==> config.mk <==
export PLATFORM = sky130hd
export DESIGN_NAME = gcp_merge
export DESIGN_NICKNAME = d
export VERILOG_FILES = /design/src/rtl/gcp_pkg.sv /design/src/rtl/gcp_merge.sv
export SDC_FILE = /design/constraint.sdc
export NUM_CORES = 1
export LEC_CHECK = 0
export BUFFER_PORTS_ARGS = -buffer_cell sky130_fd_sc_hd__buf_2
export CAP_MARGIN = 25
export CORE_ASPECT_RATIO = 1.25
export CORE_UTILIZATION = 30
export CTS_CLUSTER_DIAMETER = 100
export CTS_CLUSTER_SIZE = 25
export DETAILED_ROUTE_END_ITERATION = 16
export SLEW_MARGIN = 20
export SYNTH_ARGS = -nofsm -noshare
export SYNTH_HDL_FRONTEND = slang
export SYNTH_SLANG_ARGS = --single-unit
==> constraint.sdc <==
create_clock -name i_clk -period 1.7 [get_ports i_clk]
set_input_delay 0.085 -clock i_clk [delete_from_list [all_inputs] [get_ports i_clk]]
set_output_delay 0.085 -clock i_clk [all_outputs]
set_load 0.01 [all_outputs]
==> src/rtl/gcp_pkg.sv <==
// Shared constants, types and log2 tables for the gamma correction pipeline.
package gcp_pkg;

    localparam int COMPONENT_BITS = 8;
    localparam int LANES          = 3;
    localparam int DATA_W         = LANES * COMPONENT_BITS;
    localparam int EXP_W          = 16;
    localparam int EXP_FRAC_DEF   = 12;
    localparam logic [EXP_W-1:0] EXP_RESET = 16'd4096;

    localparam int LOG_FRAC  = 56;
    localparam int MANT_FRAC = 60;
    localparam int LOG_W     = 60;
    localparam int PP_SPLIT  = 32;
    localparam int PROD_W    = EXP_W + LOG_W;
    localparam int LANE_ST   = 3 + COMPONENT_BITS;
    localparam int TAB_N     = 2 ** COMPONENT_BITS;
    localparam int CMAX      = TAB_N - 1;

    typedef logic [LOG_W-1:0] t_log;
    typedef logic [TAB_N-1:0][LOG_W-1:0] t_log_tab;

    typedef struct packed {
        logic [LANE_ST-1:0] en;
        logic               last_vld;
    } t_lane_ctl;

    typedef struct packed {
        logic                      zero;
        logic [COMPONENT_BITS-1:0] k;
    } t_lane_res;

    function automatic t_log log2_fixed(input int unsigned n);
        logic [127:0] z;
        logic [127:0] sq;
        t_log res;
        int unsigned m;
        n = n & 511;
        if (n == 0) begin
            n = 1;
        end
        m = 0;
        while (m < 8 && (n >> (m + 1)) != 0) begin
            m++;
        end
        z   = 128'(n) << (MANT_FRAC - m);
        res = LOG_W'(m) << LOG_FRAC;
        for (int b = LOG_FRAC - 1; b >= 0; b--) begin
            sq = z * z;
            z  = sq >> MANT_FRAC;
            if (z >= (128'd2 << MANT_FRAC)) begin
                z      = z >> 1;
                res[b] = 1'b1;
            end
        end
        return res;
    endfunction

    function automatic t_log_tab gen_d_tab();
        t_log_tab t;
        t[0] = '0;
        for (int i = 1; i < TAB_N; i++) begin
            t[i] = log2_fixed(CMAX) - log2_fixed(i);
        end
        return t;
    endfunction

    function automatic t_log_tab gen_u_tab();
        t_log_tab t;
        t[0] = '1;
        for (int k = 1; k < TAB_N; k++) begin
            t[k] = log2_fixed(2 * CMAX) - log2_fixed(2 * k - 1);
        end
        return t;
    endfunction

    localparam t_log_tab D_TAB = gen_d_tab();
    localparam t_log_tab U_TAB = gen_u_tab();

endpackage

==> src/rtl/gcp_merge.sv <==
// Merge stage: applies the zero-component rule and registers the packed output beat.
module gcp_merge (
    input  logic                                   i_clk,
    input  logic                                   i_rst_n,
    input  logic                                   i_vld,
    input  gcp_pkg::t_lane_res [gcp_pkg::LANES-1:0] i_res,
    input  logic                                   i_last,
    input  logic [gcp_pkg::EXP_W-1:0]              i_exponent,
    output logic                                   o_rdy,
    output logic                                   o_m_tvalid,
    input  logic                                   i_m_tready,
    output logic [gcp_pkg::DATA_W-1:0]             o_m_tdata,
    output logic                                   o_m_tlast
);

    localparam int CB = gcp_pkg::COMPONENT_BITS;

    logic                        r_valid;
    logic [gcp_pkg::DATA_W-1:0]  r_data;
    logic                        r_last;
    logic [gcp_pkg::DATA_W-1:0]  n_data;

    assign o_rdy = !r_valid || i_m_tready;

    always_comb begin
        for (int l = 0; l < gcp_pkg::LANES; l++) begin
            n_data[l*CB +: CB] = (i_res[l].zero && i_exponent != '0) ? '0 : i_res[l].k;
        end
    end

    always_ff @(posedge i_clk) begin
        if (!i_rst_n) begin
            r_valid <= 1'b0;
        end else if (o_rdy) begin
            r_valid <= i_vld;
        end
    end

    always_ff @(posedge i_clk) begin
        if (o_rdy) begin
            r_data <= n_data;
            r_last <= i_last;
        end
    end

    assign o_m_tvalid = r_valid;
    assign o_m_tdata  = r_data;
    assign o_m_tlast  = r_last;

endmodule

==> results.sh <==
export IMPL_status="completed"
export IMPL_max_cap_violations=0
export IMPL_intPower_mw=1.16
export IMPL_final_layout_size_suffix_gt1_share_pct=60.1
export IMPL_hold_viol=0
export IMPL_ys_seq_area_share_pct=73.5
export IMPL_via_per_inst=4.28
export IMPL_rrSetupSlack_ps=680
export IMPL_syn_area_per_cell_um2=16.6
export IMPL_synth_seq_cells=26
export IMPL_start_util_pct=32.0
export IMPL_cts_tree="done"
export IMPL_required_ps=1620
export IMPL_wl_per_cell_um=11.9
export IMPL_synth_area_um2=1050
export IMPL_power_density_nw_per_um2=930
export IMPL_cts_sinks=26
export IMPL_antenna_found_initial=0
export IMPL_mostFrequentLayoutCell="buf_2"
export IMPL_drt_iter0_drc=13
export IMPL_timing_final_crit_share_pct=73.6
export IMPL_row_count=23
export IMPL_routed_wl_um=2150
export IMPL_ir_worst_vdd_v=0.000439
export IMPL_slowest_stage="dfxtp_1"
export IMPL_wl_met3_um=176
export IMPL_setup_viol=0
export IMPL_clk_latency_ps=260
export IMPL_drc_errors=0
export IMPL_ant_nets=0
export IMPL_cts_root_buffer="clkbuf_8"
export IMPL_clockBufferDepth=2
export IMPL_fin_cells=180
export IMPL_top_layer="met4"
export IMPL_grt_pass1_wl_um=3200
export IMPL_worstHoldPathType="in -> reg"
export IMPL_crit_family="buffers and inverters"
export IMPL_p_leak_nw=0.723
export IMPL_die_x_um=54.9
export IMPL_place_gp_congestion=0.700
export IMPL_cts_resized=0
export IMPL_drt_met1_wl_um=698
export IMPL_fin_hold_ws_ps=52.7
export IMPL_dr_pass1_iters=3
export IMPL_n_antenna_cell=0
export IMPL_rsz0062_at_grt="false"
export IMPL_synth_largest_area_cell="edfxtp_1"
export IMPL_sw_frac_of_total_pct=19.6
export IMPL_cp_start_kind="flip-flop"
export IMPL_netlist_top_cells_area="edfxtp_1 (72%), nor2b_1 (14%), nor4_2 (4.8%), a41oi_2 (4.7%), dfxtp_1 (1.9%)"
export IMPL_io_pins=75
export IMPL_io_buffers=74
export IMPL_overflow=0
export IMPL_synthesis_nets=111
export IMPL_cp_buffers_inverters=2
export IMPL_grt_pass1_vias=737
export IMPL_power_switching_mw=0.284
export IMPL_dr_wl_met2_um=1240
export IMPL_crit_path_max_incr_delay_ps=320
export IMPL_period_needed_ps=1250
export IMPL_setup_ws_ps=448
export IMPL_pwr_share_comb_pct=12.6
export IMPL_grt_use_total_pct=12.5
export IMPL_seq_power_share_pct=52.9
export IMPL_fmax_mhz=799
export IMPL_yosysWarningCount=0
export IMPL_dp_slack_ps=289
export IMPL_routed_via_count=771
export IMPL_area_delta_synth_final_pct=48.2
export IMPL_worst_slew_pin_slew_ps=467
export IMPL_fin_area_um2=1550
export IMPL_final_cell_mix="buf_2 (74), edfxtp_1 (25), nor2b_1 (24), nor4_2 (4), inv_1 (4)"
export IMPL_grt_max_degree=28
export IMPL_cp_arrival_ps=1170
export IMPL_crit_type="reg -> out"
export IMPL_place_area_um2=1470
export IMPL_die_area_um2=3740
export IMPL_numCtsBuffers=3
export IMPL_core_area_um2=3280
export IMPL_dieHeight_um=68.1
export IMPL_max_slew_margin_rel_pct=68.6
export IMPL_clkTransAtPathRegs_ps=90
export IMPL_fillCellCount=313
export IMPL_final_nets=192
export IMPL_crit_fanout=27
export IMPL_clkPwrFrac_pct=34.6
export IMPL_syn_inst=63
export IMPL_skew_ps=3.96
export IMPL_place_inst=175
export IMPL_critPathCaptureType="primary output"
export IMPL_ys_types=8
export IMPL_cts_htree_levels=1
export IMPL_path_cells="nand2b_1 -> buf_4 -> buf_2"
export IMPL_fin_tns_setup_ps=0
export IMPL_synth_top_area_share_pct=71.6
export IMPL_maxSlewViolCount=0
==> layer usage <==
layer	vias to the layer above	global-route usage, %
li1	388	-
met1	345	13.7
met2	36	21.5
met3	2	2.22
met4	0	7.69
met5	-	0
==> Yosys cell counts <==
cell / count
a21boi_0: 1
nand2b_1: 1
nor4_2: 4
dfxtp_1: 1
a41oi_2: 3
inv_1: 4
edfxtp_1: 25
nor2b_1: 24
==> registers in the layout, summed over array words and instances, names as in the netlist <==
signal,flops
o_m_tdata,24
o_m_tlast,1
o_m_tvalid,1
==> final cells by class <==
cell class                 count  area [um^2]  area share, %
clock buffer                   3         41.3           2.66
clock inverter                 1         30.0           1.93
inverter                       4         15.0          0.966
multi-input combinational     33          263           16.9
tap                           37         46.3           2.98
sequential                    26          771           49.6
timing repair buffer          76          388           25.0
==> worst register-to-register path: cells and delay by family, from the launching register on <==
family        cells  cell delay [ps]
flops             1              320
buf+inv           1              310
simple gates      1               60
==> power by group through the flow <==
stage               Sequential [mW]  Combinational, mW  Clock, mW
floorplan                     0.810             0.0443          0
global placement              0.779              0.180          0
detailed placement            0.780              0.184          0
CTS                           0.765              0.186      0.515
global route                  0.770              0.200      0.540
finish                        0.764              0.182      0.500
==> kinds of logic after synthesis <==
kind of cell	count (synthesis)	share of synthesized area, %
compound gates	4	5.37
buf+inv	4	1.43
flops	26	73.5
simple gates	29	19.7
==> worst paths after layout <==
check,cells past startpoint,to,from
setup / recovery,3,o_rdy,o_m_tvalid$_SDFFE_PN0P_
hold reg to reg,2,o_m_tdata[19]$_SDFFCE_PP0P_,o_m_tvalid$_SDFFE_PN0P_
hold / removal,3,o_m_tvalid$_SDFFE_PN0P_,i_vld
setup reg to reg,2,o_m_tdata[15]$_SDFFCE_PP0P_,o_m_tvalid$_SDFFE_PN0P_
==> what timing repair did <==
| item | CTS | global route |
|---|---|---|
| setup buffers | 0 | 0 |
| endpoints found under the hold margin | 1 | 0 |
| hold buffers | 1 | 0 |
| setup endpoints to repair | 0 | 0 |
==> per-stage QoR <==
stage,util (%),total power [mW]
global route,47.4,1.51
global placement,44.9,0.958
detailed placement,44.9,0.964
finish,47.4,1.45
floorplan,-,0.854
CTS,47.4,1.47
(Power assumes the default switching activity.)
